### src/design/bbcd_pkg.sv
// ----------------------------------------------------------------------------
// bbcd_pkg
// Shared constants, register indexes and interface types of the black border
// crop detector.
// ----------------------------------------------------------------------------
package bbcd_pkg;

	// default frame size limits, handed to the top level as parameter defaults
	localparam int DEF_MAX_WIDTH  = 2048;
	localparam int DEF_MAX_HEIGHT = 2048;

	// configuration port
	localparam int CFG_W   = 12;
	localparam int IDX_W   = 2;
	localparam int SIZE_W  = 12;
	localparam int LIMIT_W = 8;
	localparam int ROUND_W = 11;

	localparam logic [IDX_W-1:0] REG_FRAME_WIDTH   = 2'd0;
	localparam logic [IDX_W-1:0] REG_FRAME_HEIGHT  = 2'd1;
	localparam logic [IDX_W-1:0] REG_BLACK_LIMIT   = 2'd2;
	localparam logic [IDX_W-1:0] REG_SIZE_ROUNDING = 2'd3;

	localparam int                 RST_FRAME_WIDTH   = 720;
	localparam int                 RST_FRAME_HEIGHT  = 576;
	localparam logic [LIMIT_W-1:0] RST_BLACK_LIMIT   = 8'd24;
	localparam logic [ROUND_W-1:0] RST_SIZE_ROUNDING = 11'd0;

	// payload widths
	localparam int PIX_W   = 8;
	localparam int BOUND_W = 11;
	localparam int ORG_W   = 14;
	localparam int DIM_W   = 13;

	// crop arithmetic: coordinates stay below 4096, sizes within +-4096
	localparam int CALC_W = 16;
	localparam int DVD_W  = 13;
	localparam int DVS_W  = 12;

	localparam logic [DVS_W-1:0] DEF_ROUNDING = 12'd16;

	typedef logic signed [CALC_W-1:0] calc_t;

	// frame-end request from the pixel pipeline to the crop unit
	typedef struct packed {
		logic               start;
		logic [SIZE_W-1:0]  left;
		logic [SIZE_W-1:0]  right;
		logic [SIZE_W-1:0]  top;
		logic [SIZE_W-1:0]  bottom;
		logic [ROUND_W-1:0] rounding;
	} crop_req_t;

	typedef struct packed {
		logic             start;
		logic [DVD_W-1:0] dividend;
		logic [DVS_W-1:0] divisor;
	} div_req_t;

	typedef struct packed {
		logic             done;
		logic [DVS_W-1:0] rem;
	} div_rsp_t;

endpackage

### src/design/bbcd_div.sv
// ----------------------------------------------------------------------------
// bbcd_div
// Restoring remainder unit: one dividend bit per cycle, remainder valid with
// the done pulse.
// ----------------------------------------------------------------------------
module bbcd_div (
	input  logic                clk,
	input  logic                arst_n,
	input  bbcd_pkg::div_req_t  req,
	output bbcd_pkg::div_rsp_t  rsp
);

	localparam int NW = bbcd_pkg::DVD_W;
	localparam int DW = bbcd_pkg::DVS_W;
	localparam int CNT_W = $clog2(NW + 1);

	logic             busy_q;
	logic             done_q;
	logic [CNT_W-1:0] cnt_q;
	logic [NW-1:0]    dvd_q;
	logic [DW-1:0]    dvs_q;
	logic [DW-1:0]    rem_q;
	logic [DW:0]      trial;
	logic             fits;

	// shift in the next dividend bit and try a subtract
	assign trial = {rem_q, dvd_q[NW-1]};
	assign fits  = trial >= {1'b0, dvs_q};

	always_ff @(posedge clk or negedge arst_n) begin
		if (!arst_n) begin
			busy_q <= 1'b0;
			done_q <= 1'b0;
			cnt_q  <= '0;
		end else begin
			done_q <= 1'b0;
			if (req.start) begin
				busy_q <= 1'b1;
				cnt_q  <= '0;
			end else if (busy_q) begin
				cnt_q <= cnt_q + CNT_W'(1);
				if (cnt_q == CNT_W'(NW - 1)) begin
					busy_q <= 1'b0;
					done_q <= 1'b1;
				end
			end
		end
	end

	always_ff @(posedge clk) begin
		if (req.start) begin
			dvd_q <= req.dividend;
			dvs_q <= req.divisor;
			rem_q <= '0;
		end else if (busy_q) begin
			dvd_q <= {dvd_q[NW-2:0], 1'b0};
			rem_q <= fits ? DW'(trial - {1'b0, dvs_q}) : DW'(trial);
		end
	end

	assign rsp.done = done_q;
	assign rsp.rem  = rem_q;

endmodule

### src/design/bbcd_crop.sv
// ----------------------------------------------------------------------------
// bbcd_crop
// Per-frame crop rectangle: even-rounded origin, size trimmed to the rounding
// multiple with truncating remainder, result held in the output register.
// ----------------------------------------------------------------------------
module bbcd_crop (
	input  logic                                  clk,
	input  logic                                  arst_n,
	input  bbcd_pkg::crop_req_t                   req,
	output logic                                  idle,
	output logic                                  out_valid,
	input  logic                                  out_ready,
	output logic        [bbcd_pkg::BOUND_W-1:0]   left_bound,
	output logic        [bbcd_pkg::BOUND_W-1:0]   right_bound,
	output logic        [bbcd_pkg::BOUND_W-1:0]   top_bound,
	output logic        [bbcd_pkg::BOUND_W-1:0]   bottom_bound,
	output logic signed [bbcd_pkg::ORG_W-1:0]     crop_x,
	output logic signed [bbcd_pkg::ORG_W-1:0]     crop_y,
	output logic signed [bbcd_pkg::DIM_W-1:0]     crop_w,
	output logic signed [bbcd_pkg::DIM_W-1:0]     crop_h
);

	localparam int BW  = bbcd_pkg::BOUND_W;
	localparam int OW  = bbcd_pkg::ORG_W;
	localparam int MW  = bbcd_pkg::DIM_W;
	localparam int SZW = bbcd_pkg::SIZE_W;
	localparam int NW  = bbcd_pkg::DVD_W;
	localparam int DW  = bbcd_pkg::DVS_W;
	localparam int RW  = bbcd_pkg::ROUND_W;
	localparam int KW  = bbcd_pkg::CALC_W;

	localparam logic [2:0] ST_IDLE   = 3'd0;
	localparam logic [2:0] ST_PREP   = 3'd1;
	localparam logic [2:0] ST_DIV_W  = 3'd2;
	localparam logic [2:0] ST_WAIT_W = 3'd3;
	localparam logic [2:0] ST_DIV_H  = 3'd4;
	localparam logic [2:0] ST_WAIT_H = 3'd5;
	localparam logic [2:0] ST_HOLD   = 3'd6;

	// round down to even in two's complement
	function automatic bbcd_pkg::calc_t floor_even(bbcd_pkg::calc_t v);
		return v & ~bbcd_pkg::calc_t'(1);
	endfunction

	// origin shift for a trimmed remainder: floor_even(trunc(s / 2) + 1)
	function automatic bbcd_pkg::calc_t center_adj(bbcd_pkg::calc_t s);
		bbcd_pkg::calc_t half;
		half = (s + bbcd_pkg::calc_t'(s[KW-1])) >>> 1;
		return floor_even(half + bbcd_pkg::calc_t'(1));
	endfunction

	// zero or one means 16, odd is doubled
	function automatic logic [DW-1:0] eff_rounding(logic [RW-1:0] sr);
		logic [DW-1:0] r;
		if (sr <= RW'(1))
			r = bbcd_pkg::DEF_ROUNDING;
		else if (sr[0])
			r = {sr, 1'b0};
		else
			r = DW'(sr);
		return r;
	endfunction

	logic [2:0]          st_q;
	logic                out_valid_q;
	logic [SZW-1:0]      l_q, r_q, t_q, b_q;
	logic [DW-1:0]       rnd_q;
	bbcd_pkg::calc_t     x_q, y_q, cw_q, ch_q;
	bbcd_pkg::calc_t     x0, y0, cw0, ch0;
	bbcd_pkg::calc_t     sel, mag, rem_s, shrink, adj;
	bbcd_pkg::div_req_t  div_req;
	bbcd_pkg::div_rsp_t  div_rsp;
	logic                load;

	logic [BW-1:0]       left_q, right_q, top_q, bottom_q;
	logic signed [OW-1:0] crop_x_q, crop_y_q;
	logic signed [MW-1:0] crop_w_q, crop_h_q;

	assign x0  = floor_even(bbcd_pkg::calc_t'(l_q) + bbcd_pkg::calc_t'(1));
	assign y0  = floor_even(bbcd_pkg::calc_t'(t_q) + bbcd_pkg::calc_t'(1));
	assign cw0 = bbcd_pkg::calc_t'(r_q) - x0 + bbcd_pkg::calc_t'(1);
	assign ch0 = bbcd_pkg::calc_t'(b_q) - y0 + bbcd_pkg::calc_t'(1);

	// remainder carries the sign of the dividend
	assign sel    = (st_q == ST_DIV_H || st_q == ST_WAIT_H) ? ch_q : cw_q;
	assign mag    = sel[KW-1] ? -sel : sel;
	assign rem_s  = bbcd_pkg::calc_t'(div_rsp.rem);
	assign shrink = sel[KW-1] ? -rem_s : rem_s;
	assign adj    = center_adj(shrink);

	assign div_req.start    = (st_q == ST_DIV_W) || (st_q == ST_DIV_H);
	assign div_req.dividend = NW'(mag);
	assign div_req.divisor  = rnd_q;

	bbcd_div u_div (
		.clk    (clk),
		.arst_n (arst_n),
		.req    (div_req),
		.rsp    (div_rsp)
	);

	assign load = (st_q == ST_HOLD) && (!out_valid_q || out_ready);

	always_ff @(posedge clk or negedge arst_n) begin
		if (!arst_n) begin
			st_q        <= ST_IDLE;
			out_valid_q <= 1'b0;
		end else begin
			unique case (st_q)
				ST_IDLE:   if (req.start) st_q <= ST_PREP;
				ST_PREP:   st_q <= ST_DIV_W;
				ST_DIV_W:  st_q <= ST_WAIT_W;
				ST_WAIT_W: if (div_rsp.done) st_q <= ST_DIV_H;
				ST_DIV_H:  st_q <= ST_WAIT_H;
				ST_WAIT_H: if (div_rsp.done) st_q <= ST_HOLD;
				ST_HOLD:   if (load) st_q <= ST_IDLE;
				default:   st_q <= ST_IDLE;
			endcase
			if (load)
				out_valid_q <= 1'b1;
			else if (out_ready)
				out_valid_q <= 1'b0;
		end
	end

	always_ff @(posedge clk) begin
		if (st_q == ST_IDLE && req.start) begin
			l_q   <= req.left;
			r_q   <= req.right;
			t_q   <= req.top;
			b_q   <= req.bottom;
			rnd_q <= eff_rounding(req.rounding);
		end
		if (st_q == ST_PREP) begin
			x_q  <= x0;
			y_q  <= y0;
			cw_q <= cw0;
			ch_q <= ch0;
		end
		if (st_q == ST_WAIT_W && div_rsp.done) begin
			cw_q <= cw_q - shrink;
			x_q  <= x_q + adj;
		end
		if (st_q == ST_WAIT_H && div_rsp.done) begin
			ch_q <= ch_q - shrink;
			y_q  <= y_q + adj;
		end
		if (load) begin
			left_q   <= BW'(l_q);
			right_q  <= BW'(r_q);
			top_q    <= BW'(t_q);
			bottom_q <= BW'(b_q);
			crop_x_q <= OW'(x_q);
			crop_y_q <= OW'(y_q);
			crop_w_q <= MW'(cw_q);
			crop_h_q <= MW'(ch_q);
		end
	end

	assign idle         = (st_q == ST_IDLE);
	assign out_valid    = out_valid_q;
	assign left_bound   = left_q;
	assign right_bound  = right_q;
	assign top_bound    = top_q;
	assign bottom_bound = bottom_q;
	assign crop_x       = crop_x_q;
	assign crop_y       = crop_y_q;
	assign crop_w       = crop_w_q;
	assign crop_h       = crop_h_q;

endmodule

### config.mk
export PLATFORM = sky130hd
export DESIGN_NAME = bbcd_crop
export DESIGN_NICKNAME = d
export VERILOG_FILES = /design/src/design/bbcd_pkg.sv /design/src/design/bbcd_div.sv /design/src/design/bbcd_crop.sv
export SDC_FILE = /design/constraint.sdc
export NUM_CORES = 1
export LEC_CHECK = 0
export ABC_AREA = 0
export BUFFER_PORTS_ARGS = -buffer_cell sky130_fd_sc_hd__clkbuf_2
export CAP_MARGIN = 20
export CORE_ASPECT_RATIO = 1.2
export CORE_UTILIZATION = 25
export DETAILED_ROUTE_END_ITERATION = 8
export PLACE_DENSITY_LB_ADDON = 0.12
export SYNTH_ARGS = -nofsm -noshare
export SYNTH_HDL_FRONTEND = slang
export SYNTH_SLANG_ARGS = --single-unit
### constraint.sdc
create_clock -name clk -period 8 [get_ports clk]
set_input_delay 0.4 -clock clk [delete_from_list [all_inputs] [get_ports clk]]
set_output_delay 0.4 -clock clk [all_outputs]
set_load 0.01 [all_outputs]
======== Word level (Yosys, flattened, before mapping) ========
Cells that the tools add are included.
storage, ports and cells
  flip-flop bits (word level) ............. 269
  bits in latches ......................... 0
  bits in writable memories ............... 0
  bits in read-only memories .............. 0
  input bits .............................. 63
  output and inout port bits .............. 100
  word-level logic and storage cells ...... 101
  memories ................................ 0
operators by class
  add/subtract/negate cells ............... 16
  multipliers ............................. 0
  divide/modulo/power cells ............... 0
  order comparisons ....................... 2
  equal/unequal tests ..................... 11
  shifts and indexed selects .............. 0
  mux-type cells .......................... 30
  bitwise gates (word level) .............. 1
  reductions and logical operators ........ 15
operators by type and width
  cell                     number
  $mux W16                 10
  $mux W13                 3
  $add A16 B16 Y16         2
  $sub A16 B16 Y16         2
  $add A14 B2 Y15 const B  2
  $sub A12 B13 Y14         2
  $add A12 B1 Y13 const B  2
  $pmux W3 S7              1
  $add A15 B2 Y16 const B  1
  $add A16 B1 Y16          1
  $neg A12 Y16             1
  $ge A13 B12 Y1           1
  $neg A13 Y13             1
  $mux W12                 1
  $mux W3                  4
  $sub A12 B12 Y12         1
  $le A11 B1 Y1 const B    1
  $mux W11                 1
  $eq A3 B3 Y1 const B     3
  $mux W1                  8
  $mux W4                  2
  $reduce_bool A2 Y1       4
  $eq A3 B2 Y1 const B     2
  $add A4 B1 Y4 const B    1
  other kinds (11)         18

======== Depth between registers and ports, before layout ========
Gate-level depths: netlist (run 1).
  depth after elaboration ................. 8
  mapped depth ............................ 27
  depth with buffers taken out ............ 23

======== By module ========
A second synthesis (run 1) with hierarchy kept.
unflattened totals
  cells, all modules ...................... 1,434
  area, all modules ....................... 15,852.7 µm²
by module, submodules not included
  module     instances  cells an instance  area an instance (µm²)  sequential area each (µm²)
  bbcd_crop  1          1,209              13,407.9                6,496.2
  bbcd_div   1          225                2,444.8                 1,141.1

======== Least setup slack after synthesis (run 1) ========
Ideal clock, no wire load.
  path type ............................... reg-to-reg
  start ................................... register st_q[1]
  end ..................................... register bottom_q[0], in the netlist bottom_bound[0], enable pin
  library setup time ...................... 0.688 ns
  data arrival time ....................... 7.719 ns
  data required time ...................... 7.312 ns
  slack ................................... -0.407 ns
  cell stages (with the launch flop) ...... 4
  buffers on the path ..................... 1
  period minus slack after synthesis ...... 8.407 ns
  path through ............................ dfrtp_1 -> clkbuf_1 -> nand2_1 -> nor3b_1
between the ends
  longest elaborated chain between the ends .. 2
ends and longest elaborated chain
  element                   RTL line          source
  start: declaration        bbcd_crop.sv:64   logic [2:0] st_q;
  start signal: assignment  bbcd_crop.sv:106  st_q <= ST_IDLE;
  start signal: assignment  bbcd_crop.sv:110  ST_IDLE: if (req.start) st_q <= ST_PREP;
  start signal: assignment  bbcd_crop.sv:111  ST_PREP: st_q <= ST_DIV_W;
  $eq A3 B3 Y1              bbcd_crop.sv:102  assign load = (st_q == ST_HOLD) && (!out_valid_q || out_ready);
  $logic_and A1 B1 Y1       bbcd_crop.sv:102
  named net load            bbcd_crop.sv:73   logic load;
  end signal: assignment    bbcd_crop.sv:152  bottom_q <= BW'(b_q);
  end: declaration          bbcd_crop.sv:75   logic [BW-1:0] left_q, right_q, top_q, bottom_q;
The timed path passes the listed nets, and every way through them passes these cells.
A chain may end at the register's enable or synchronous reset.

======== Worst setup path in the final report (run 1) ========
  start ................................... register st_q[1]
  end ..................................... register y_q[13] (data pin)
between the ends
  longest elaborated chain between the ends .. 8
  elaborated cells between the ends (all ways) .. 10
  classes of those cells .................. add/sub: 3; eq/ne: 2; mux: 3; reduce/logical: 2
ends and longest elaborated chain
  element                          RTL line                           source
  $eq A3 B3 Y1 (on tied branches)  bbcd_crop.sv:85, bbcd_crop.sv:144
  $logic_or A1 B1 Y1               bbcd_crop.sv:85                    assign sel = (st_q == ST_DIV_H || st_q == ST_WAIT_H) ? ch_q : cw_q;
  $mux W16                         bbcd_crop.sv:85
  $mux W16                         bbcd_crop.sv:88                    assign shrink = sel[KW-1] ? -rem_s : rem_s;
  $add A16 B1 Y16                  bbcd_crop.sv:48                    half = (s + bbcd_pkg::calc_t'(s[KW-1])) >>> 1;
  $add A15 B2 Y16                  bbcd_crop.sv:49                    return floor_even(half + bbcd_pkg::calc_t'(1));
  $add A16 B16 Y16                 bbcd_crop.sv:146                   y_q <= y_q + adj;
  $mux W16 (*)                     bbcd_crop.sv:144                   if (st_q == ST_WAIT_H && div_rsp.done) begin
  end signal: assignment           bbcd_crop.sv:136                   y_q <= y0;
  end signal: assignment           bbcd_crop.sv:146
  end: declaration                 bbcd_crop.sv:68                    bbcd_pkg::calc_t x_q, y_q, cw_q, ch_q;
Mark *: on every way between the ends. The rest lies on a longest branch, timed or not.

==> impl_metrics.ini, run 1 <==
[timing]
skew_ns = 0.0102
setup_viol = 0
report.final.slew_viol_count = 0
fmax_ghz = 0.158
hold_viol_final = 0
rsz0062_at_grt = false
max-slew-margin-rel = 0.366
tightest_slew_ns = 0.952
finalCritPeriodShare = 0.789
timing.hold.ws_ns = 0.116
fin_crit_ns = 6.31
fin_tns_setup_ns = 0

[clocking]
clkLatencyLatePin_ns = 0.60
cts_buffers = 31
htree_num_levels = 1
cts_tree = done
post_cts_buffers = 0
cts-root-buf = clkbuf_16
cts_buffer_depth = 3
clock_sinks = 259
clkTransAtPathRegs_ns = 0.06

[setup_path]
r2r-start = st_q[1]$_DFFE_PN0P_
critPathMaxFanout = 19
crit_path_start = st_q[1]$_DFFE_PN0P_
arrival_ns = 6.65
crit_path_start_kind = flop
worstPathRequired_ns = 8.34
crit_path_end_kind = flop
path_class = flop to flop

[synth]
synth_area_leaders = edfxtp_1 (47%), ha_1 (8.6%), xnor2_1 (4.9%), xor2_1 (3.7%), o21ai_0 (3.0%)
synth_top_area_cell = edfxtp_1
ys.flop_type = edfxtp_1
yosysSeqAreaShare = 0.500
synthCells = 1383
synth.top_cell.area_share = 0.468
synth_common_cells = edfxtp_1 (237), nand2_1 (118), ha_1 (105), nor2_1 (97), o21ai_0 (91)
async_flop_share = 0.0386
ys_ff_latch = 259
synth_cell_types = 89
synth_area_um2 = 15200
synth_area_per_cell_um2 = 11.0
synth-edff-count = 237
ys_warn_count = 0
synth.most_common_cell = edfxtp_1

[global_route]
grt_max_degree = 58
grt_overflow_total = 0
grt_pass1_vias = 11100
grt_antenna_before_repair = 0
grt_pass1_wl_um = 66900
track_usage = 0.143

[pwr]
power_mw = 3.09
p_sw_mw = 0.639
intPower_mw = 2.45
clkPwrFrac = 0.513
p_seq_frac = 0.473
switching_share = 0.207
peakVddDrop_v = 0.000160
combPwrFrac = 0.014
power_density_nw_per_um2 = 166
leakagePower_nw = 7.18

[detailed_routing]
postRouteAntennaNets = 0
wire_per_inst_um = 18.4
dr.pass1.iters = 5
drt_first_iter_violations = 551
routed_wl_um = 44700
routed_via_density = 4.53
routed-via-count = 11000
drc = 0

[placed_design]
port_buffers = 160
gp_congestion = 0.866
dpl_cell_area_um2 = 17000
place_hpwl_um = 33800

[status]
status = finished, final reports clean

[hold_path]
hold_class = primary input to flop
hp-start = req[1]

[finish]
utilization = 0.311
final_cell_area_um2 = 18600
area_delta_synth_final_pct = 22.3
antenna_cells = 0
drive_gt1_frac = 0.170
layout.nets = 1781

[run]
cap_violations = 0

[die]
die_area_um2 = 61900
rows = 98
die_w_um = 227
coreArea_um2 = 59800
start_util = 0.254
die_y_um = 272
io_pins = 163
metrics by stage:
step	worst slack (ns)	std cells
after floorplan	2.41	1384
after global placement	1.88	2323
after detailed placement	1.77	2324
after CTS	1.71	2431
after global routing	1.11	2431
final	1.69	2431
what timing repair did:
| action | CTS | global route |
|---|---|---|
| resized for setup | 0 | 0 |
| endpoints found under the hold margin | 58 | 0 |
| hold buffers | 49 | 0 |
power groups by stage:
stage,clock [mW],sequential (mW),combinational (mW)
floorplan,0,1.49,0.00636
global placement,0,1.49,0.0245
detailed placement,0,1.49,0.0244
CTS,1.65,1.46,0.0437
global route,1.69,1.46,0.0467
finish,1.58,1.46,0.0430
flip-flops by register name (all words and copies together), names as in the netlist, 13 cells and up:
name,count
ch_q,16
crop_h,13
crop_w,13
crop_x,13
crop_y,13
cw_q,16
u_div.dvd_q,13
x_q,13
y_q,13
area by class of cell:
cell class / instances / area, um2
inverters: 80 / 300
well taps: 800 / 1000
multi-input cells: 1009 / 7170
fillers: 6279 / 41200
clock inverters: 22 / 314
clock buffers: 36 / 815
flip-flops and latches: 259 / 7610
repair buffers: 225 / 1410
worst max-delay path: stages, from the launching register on:
cell and delay [ns]:
dfrtp_1 0.56, nand2b_1 0.16, buf_4 0.29, mux2i_1 0.68
buf_4 0.35, nand2_1 0.09, o21ai_0 0.10, ha_1 0.20
a31o_1 0.17, o21ai_0 0.20, o21ai_2 0.23, xor2_2 0.26
nand3_1 0.15, or3b_1 0.45, nor3_2 0.18, nand3b_1 0.14
xnor2_1 0.16, buf_4 0.17, ha_1 0.26, a21oi_1 0.23
inv_1 0.07, o311a_1 0.32, o21a_1 0.17, nor2_1 0.12
xnor2_1 0.15, xnor2_1 0.14, nor2_1 0.05
cells in the final DEF (no fill, tap or decap), types with 27 or more instances in the layout:
cell	synthesis	layout
a21oi_1	88	88
nand2_1	118	118
xnor2_1	86	86
mux2i_1	27	27
nand3_1	28	28
xor2_1	65	65
nor2_1	97	96
clkbuf_16	0	31
ha_1	105	105
inv_1	79	79
dlygate4sd3_1	0	49
clkbuf_2	0	160
o21ai_0	91	91
edfxtp_1	237	237
routing by layer:
metal	track usage	vias up	part of all wire
li1	-	5472	-
met1	0.179	5262	0.43
met2	0.254	223	0.50
met3	0.0180	57	0.036
met4	0.0470	0	0.029
met5	0	-	0
kinds of logic (layout without fill, tap and decap cells):
family | after synthesis | after routing | synth area share
fa+ha+maj | 112 | 112 | 0.0955
other cells | 1 | 2 | 0.000246
xor+xnor | 154 | 154 | 0.0901
compound gates | 302 | 302 | 0.126
flops | 259 | 259 | 0.500
mux | 39 | 39 | 0.0269
buf+inv | 116 | 363 | 0.0305
simple gates | 400 | 400 | 0.131
worst paths after layout:
| kind | endpoint | slack, ns | cells past startpoint |
|---|---|---|---|
| max | y_q[13]$_SDFFCE_PN0P_ | 1.69 | 26 |
| min | rnd_q[1]$_SDFFCE_PP0P_ | 0.12 | 2 |
| max reg2reg | y_q[13]$_SDFFCE_PN0P_ | 1.69 | 26 |
| min reg2reg | u_div.dvs_q[5]$_DFFE_PN_ | 0.42 | 0 |
| max in group asynchronous | u_div.cnt_q[3]$_DFFE_PN0P_ | 7.53 | 2 |
| min in group asynchronous | u_div.cnt_q[1]$_DFFE_PN0P_ | 0.22 | 2 |
Note: power is estimated with default switching activity, not from simulation.
==> run 2: changes to the inputs <==
==> constraint.sdc (replaced) <==
create_clock -name clk -period 6.5 [get_ports clk]
set_input_delay 0.325 -clock clk [delete_from_list [all_inputs] [get_ports clk]]
set_output_delay 0.325 -clock clk [all_outputs]
set_load 0.01 [all_outputs]
==> run 2 against run 1 <==
Via count is 0.18% higher. Sequential cell count stayed put. Non-clock buffer count is 6 higher. Highest routed layer unchanged. Setup slack worse by 1.3 ns. Largest cell class unchanged. Register-to-register slack got worse by 1.3 ns. Hold slack worse by 0.061 ns. Sequential power is 23% higher. Global-route usage increased by 0.19 points. Critical path type unchanged. Clock-buffer cell count rose by 2.
==> impl_metrics.ini, run 2 (synthesis gave the netlist of run 1 again) <==
[timing]
rsz0062_at_grt = false
skew_ns = 0.0101
tightest_slew_ns = 0.942
setup_viol = 0
report.final.slew_viol_count = 0
finalCritPeriodShare = 0.936
fin_crit_ns = 6.08
fmax_ghz = 0.164
fin_tns_setup_ns = 0
max-slew-margin-rel = 0.366
hold_viol_final = 0

[global_route]
grt_antenna_before_repair = 0
grt_pass1_wl_um = 68300
grt_overflow_total = 0
grt_pass1_vias = 11400
grt_max_degree = 60
track_usage = 0.145

[setup_path]
crit_path_start_kind = flop
arrival_ns = 6.40
slowest_delay_ns = 0.69
slowest_stage = or4_1
worstPathRequired_ns = 6.82
path_class = flop to flop
critPathMaxFanout = 15
path_cells = or4_1, or4_4, nand2_4, inv_2, ha_1, and2_1, o2111ai_2, nand2_1, xnor2_1, or3b_1, xnor2_1, ha_1, a21oi_1, nor2b_1, o21a_1, o311a_1, o21a_1, nor2_1, xnor2_1, xnor2_1, nor2_1
crit_top_cell = xnor2_1
crit_path_end_kind = flop

[finish]
fill_cells = 6223
final_common_cell = edfxtp_1
final_cell_mix = edfxtp_1 (237), clkbuf_2 (160), nand2_1 (118)
layout.nets = 1786
drive_gt1_frac = 0.168
antenna_cells = 0
utilization = 0.308
top_regs = ch_q x16, cw_q x16
area_delta_synth_final_pct = 21.1

[clocking]
post_cts_buffers = 0
cts_tree = done
clkTransAtPathRegs_ns = 0.06
cts-root-buf = clkbuf_16
clock_sinks = 259
cts_buffers = 30
cts_buffer_depth = 3
clkLatencyLatePin_ns = 0.58
htree_num_levels = 1

[detailed_routing]
postRouteAntennaNets = 0
wire_per_inst_um = 18.4
drt_first_iter_violations = 556
drc = 0
routed_via_density = 4.54
dr.pass1.iters = 5
routed_wl_um = 44800
routed-via-count = 11000

[pwr]
power_density_nw_per_um2 = 187
leakagePower_nw = 7.11
peakVddDrop_v = 0.000179

[die]
rows = 98
io_pins = 163
die_w_um = 227
die_y_um = 272
die_area_um2 = 61900
coreArea_um2 = 59800
start_util = 0.254

[placed_design]
port_buffers = 160
place_hpwl_um = 34100
gp_congestion = 0.816

[run]
cap_violations = 0

[hold_path]
hold_class = primary input to flop

[status]
status = finished, final reports clean
-- run 2: final cells by class --
| class | count | area [um2] | share of cell area |
|---|---|---|---|
| clock buffer | 38 | 781 | 0.0424 |
| clock inverter | 16 | 119 | 0.00645 |
| inverter | 80 | 300 | 0.0163 |
| multi-input combinational | 1009 | 7170 | 0.389 |
| sequential | 259 | 7610 | 0.413 |
| tap | 800 | 1000 | 0.0543 |
| timing repair buffer | 231 | 1460 | 0.0790 |
-- run 2: what timing repair did --
item	4_1_cts	5_1_grt
hold buffers	49	0
endpoints found under the setup margin	0	2
endpoints found under the hold margin	58	0
gates resized for setup	0	1
-- run 2: metrics by stage --
stage	std cells	power (mW)	worst slack [ns]	hold slack, ns	cell area [um2]
2_1_floorplan	1384	1.84	0.906	0.0294	15200
3_3_place_gp	2330	1.86	0.500	0.241	17000
3_5_place_dp	2330	1.86	0.438	0.246	17000
4_1_cts	2433	3.52	0.391	0.0302	18400
5_1_grt	2433	3.58	0.00743	0.0462	18400
6_report	2433	3.45	0.419	0.0544	18400
-- run 2: worst max-delay path, delay by kind of cell, from the launching register on --
kind,cells,cell delay [ns]
XOR/XNOR,4,0.98
flip-flops,1,0.39
adder cells (fa/ha/maj),2,0.75
AND/OR/NAND/NOR,9,2.44
AO/OA/AOI/OAI,5,1.05
buffers and inverters,1,0.20
-- run 2: path summary, 6_finish.rpt --
check	start	endpoint	slack (ns)	depth (start not counted)
max reg2reg	u_div.rem_q[6]$_SDFFE_PN0P_	y_q[13]$_SDFFCE_PN0P_	0.42	21
max	u_div.rem_q[6]$_SDFFE_PN0P_	y_q[13]$_SDFFCE_PN0P_	0.42	21
min	req[59]	st_q[0]$_DFFE_PN0P_	0.05	3
max in group asynchronous	arst_n	u_div.cnt_q[2]$_DFFE_PN0P_	6.06	2
min in group asynchronous	arst_n	u_div.cnt_q[0]$_DFFE_PN0P_	0.19	2
min reg2reg	rnd_q[3]$_SDFFCE_PP0P_	u_div.dvs_q[3]$_DFFE_PN_	0.42	0
-- run 2: power breakdown --
part / switching (mW) / internal [mW]
clock network: 0.716 / 0.887
logic: 0.0164 / 0.0366
registers: 0.0000000000000000183 / 1.80
-- run 2: routing by layer --
| metal | GRT usage | up-vias | routed length [um] |
|---|---|---|---|
| met5 | 0 | - | 0 |
| met4 | 0.0359 | 0 | 837 |
| met2 | 0.262 | 163 | 23000 |
| li1 | - | 5488 | - |
| met1 | 0.181 | 5330 | 19600 |
| met3 | 0.0177 | 53 | 1390 |
==> run 3: changes to the inputs <==
--- a/config.mk
+++ b/config.mk
@@ -9,9 +9,10 @@
 export BUFFER_PORTS_ARGS = -buffer_cell sky130_fd_sc_hd__clkbuf_2
 export CAP_MARGIN = 20
 export CORE_ASPECT_RATIO = 1.2
-export CORE_UTILIZATION = 25
+export CORE_UTILIZATION = 55
 export DETAILED_ROUTE_END_ITERATION = 8
 export PLACE_DENSITY_LB_ADDON = 0.12
+export REMOVE_ABC_BUFFERS = 1
 export SYNTH_ARGS = -nofsm -noshare
 export SYNTH_HDL_FRONTEND = slang
 export SYNTH_SLANG_ARGS = --single-unit
==> run 3 against run 2 <==
Register-to-register slack better by 0.03 ns. Via count increased by 0.56%. Sequential cell count unchanged. Critical endpoint is now x_q[13]$_SDFFCE_PN0P_. Largest power group unchanged. Setup slack better by 0.026 ns. First-iteration DRC count increased by 44%. Non-clock buffer count up 1.
==> impl_metrics.ini, run 3 (synthesis gave the netlist of run 1 again) <==
[status]
status = finished, final reports clean

[finish]
fin_cells = 1968
final_cell_mix = edfxtp_1 (237), clkbuf_2 (160), nand2_1 (118)
antenna_cells = 0
layout.nets = 1784
top_regs = ch_q x16, cw_q x16
multiInputGateArea_um2 = 7160
final_common_cell = edfxtp_1
area_delta_synth_final_pct = 16.8
fill_cells = 2111
drive_gt1_frac = 0.163
seqCellArea_um2 = 7610

[timing]
rsz0062_at_grt = false
finalCritPeriodShare = 0.932
max-slew-margin-rel = 0.276
fin_crit_ns = 6.05
hold_viol_final = 0
report.final.slew_viol_count = 0
setup_viol = 0
tightest_slew_ns = 1.08
skew_ns = 0.0171
fmax_ghz = 0.165
fin_tns_setup_ns = 0

[setup_path]
critPathMaxFanout = 15
arrival_ns = 6.33
crit_path_end_kind = flop
path_class = flop to flop
worstPathRequired_ns = 6.78
crit_path_start_kind = flop

[die]
die_y_um = 184
coreArea_um2 = 27200
die_w_um = 154
start_util = 0.560
io_pins = 163
die_area_um2 = 28300
rows = 66

[clocking]
cts_buffers = 27
htree_num_levels = 1
cts_tree = done
post_cts_buffers = 0
clkTransAtPathRegs_ns = 0.07
clock_sinks = 259
cts-root-buf = clkbuf_16
clkLatencyLatePin_ns = 0.55
cts_buffer_depth = 3

[global_route]
grt_max_degree = 60
grt_pass1_vias = 10900
grt_overflow_total = 0
track_usage = 0.259
grt_pass1_wl_um = 56800
grt_antenna_before_repair = 1

[detailed_routing]
routed-via-count = 11100
wire_per_inst_um = 18.6
postRouteAntennaNets = 0
dr.pass1.iters = 5
routed_wl_um = 36600
drt_first_iter_violations = 798
drc = 0
routed_via_density = 5.64

[placed_design]
dpl.cell_count = 1871
port_buffers = 160
place_hpwl_um = 27200
gp_congestion = 0.913

[pwr]
peakVddDrop_v = 0.000236
power_mw = 3.32
leakagePower_nw = 7.06
power_density_nw_per_um2 = 187

[run]
cap_violations = 0

[hold_path]
hold_class = primary input to flop
## run 3: cell types whose count changed in the layout (fill, tap and decap cells not counted), sizes merged
| cell | previous run | this run |
|---|---|---|
| inv | 80 | 81 |
| clkbuf | 198 | 196 |
| clkinvlp | 1 | 2 |
| bufinv | 1 | 2 |
| buf | 22 | 23 |
| clkinv | 14 | 7 |
## run 3: path summary, 6_finish.rpt
kind / slack, ns / endpoint / cells after the start / from
max: 0.45 / x_q[13]$_SDFFCE_PN0P_ / 20 / u_div.rem_q[6]$_SDFFE_PN0P_
min: 0.07 / rnd_q[1]$_SDFFCE_PP0P_ / 2 / req[1]
max reg2reg: 0.45 / x_q[13]$_SDFFCE_PN0P_ / 20 / u_div.rem_q[6]$_SDFFE_PN0P_
min reg2reg: 0.42 / u_div.dvs_q[2]$_DFFE_PN_ / 0 / rnd_q[2]$_SDFFCE_PP0P_
max in group asynchronous: 6.06 / u_div.cnt_q[0]$_DFFE_PN0P_ / 2 / arst_n
min in group asynchronous: 0.20 / st_q[2]$_DFFE_PN0P_ / 2 / arst_n
## run 3: metrics by stage
stage               cell area (um2)  setup slack [ns]   util  hold WS (ns)
finish                        17800             0.445  0.654        0.0730
global route                  17800            0.0231  0.654        0.0653
CTS                           17800             0.399  0.654        0.0542
detailed placement            16500             0.459  0.606         0.235
global placement              16500             0.569  0.606         0.229
floorplan                     15100             -1.77      -        0.0294
## run 3: layout make-up
type                            instances  share of cell area
Sequential cell                       259               0.428
Clock buffer                           36              0.0399
Timing Repair Buffer                  232              0.0823
Inverter                               80              0.0169
Multi-Input combinational cell       1009               0.403
Tap cell                              340              0.0239
Clock inverter                         12             0.00626
## run 3: worst max-delay path: stages (launching register included)
cell	delay, ns
dfxtp_1	0.38
or4_1	0.68
or4_4	0.54
nand2_4	0.22
inv_2	0.19
ha_1	0.44
a21oi_1	0.28
nand2_1	0.11
xnor2_1	0.35
or3b_1	0.44
xnor2_1	0.34
ha_1	0.33
a21oi_1	0.24
o21bai_1	0.09
a21oi_1	0.21
o21ai_0	0.19
a21o_1	0.22
a21oi_1	0.17
xnor2_1	0.15
xnor2_1	0.14
nor2_1	0.06
## run 3: routing by layer
layer,routed length [um],GRT usage,share of wire,vias up
li1,-,-,-,5480
met1,15600,0.321,0.43,5251
met2,18100,0.460,0.50,288
met3,1630,0.0353,0.044,75
met4,1200,0.0940,0.033,2
met5,13,0,0.00036,-
## run 3: report_power, final
group | switching [mW] | internal (mW) | leakage, nW
Combinational | 0.0159 | 0.0366 | 4.36
Sequential | 0.0000000000000000120 | 1.80 | 2.31
Clock | 0.627 | 0.841 | 0.390
Total | 0.643 | 2.67 | 7.06
## run 3: timing repair
action	CTS	global route
hold buffers	49	0
endpoints found under the setup margin	0	1
endpoints found under the hold margin	58	0
gates resized for setup	0	1
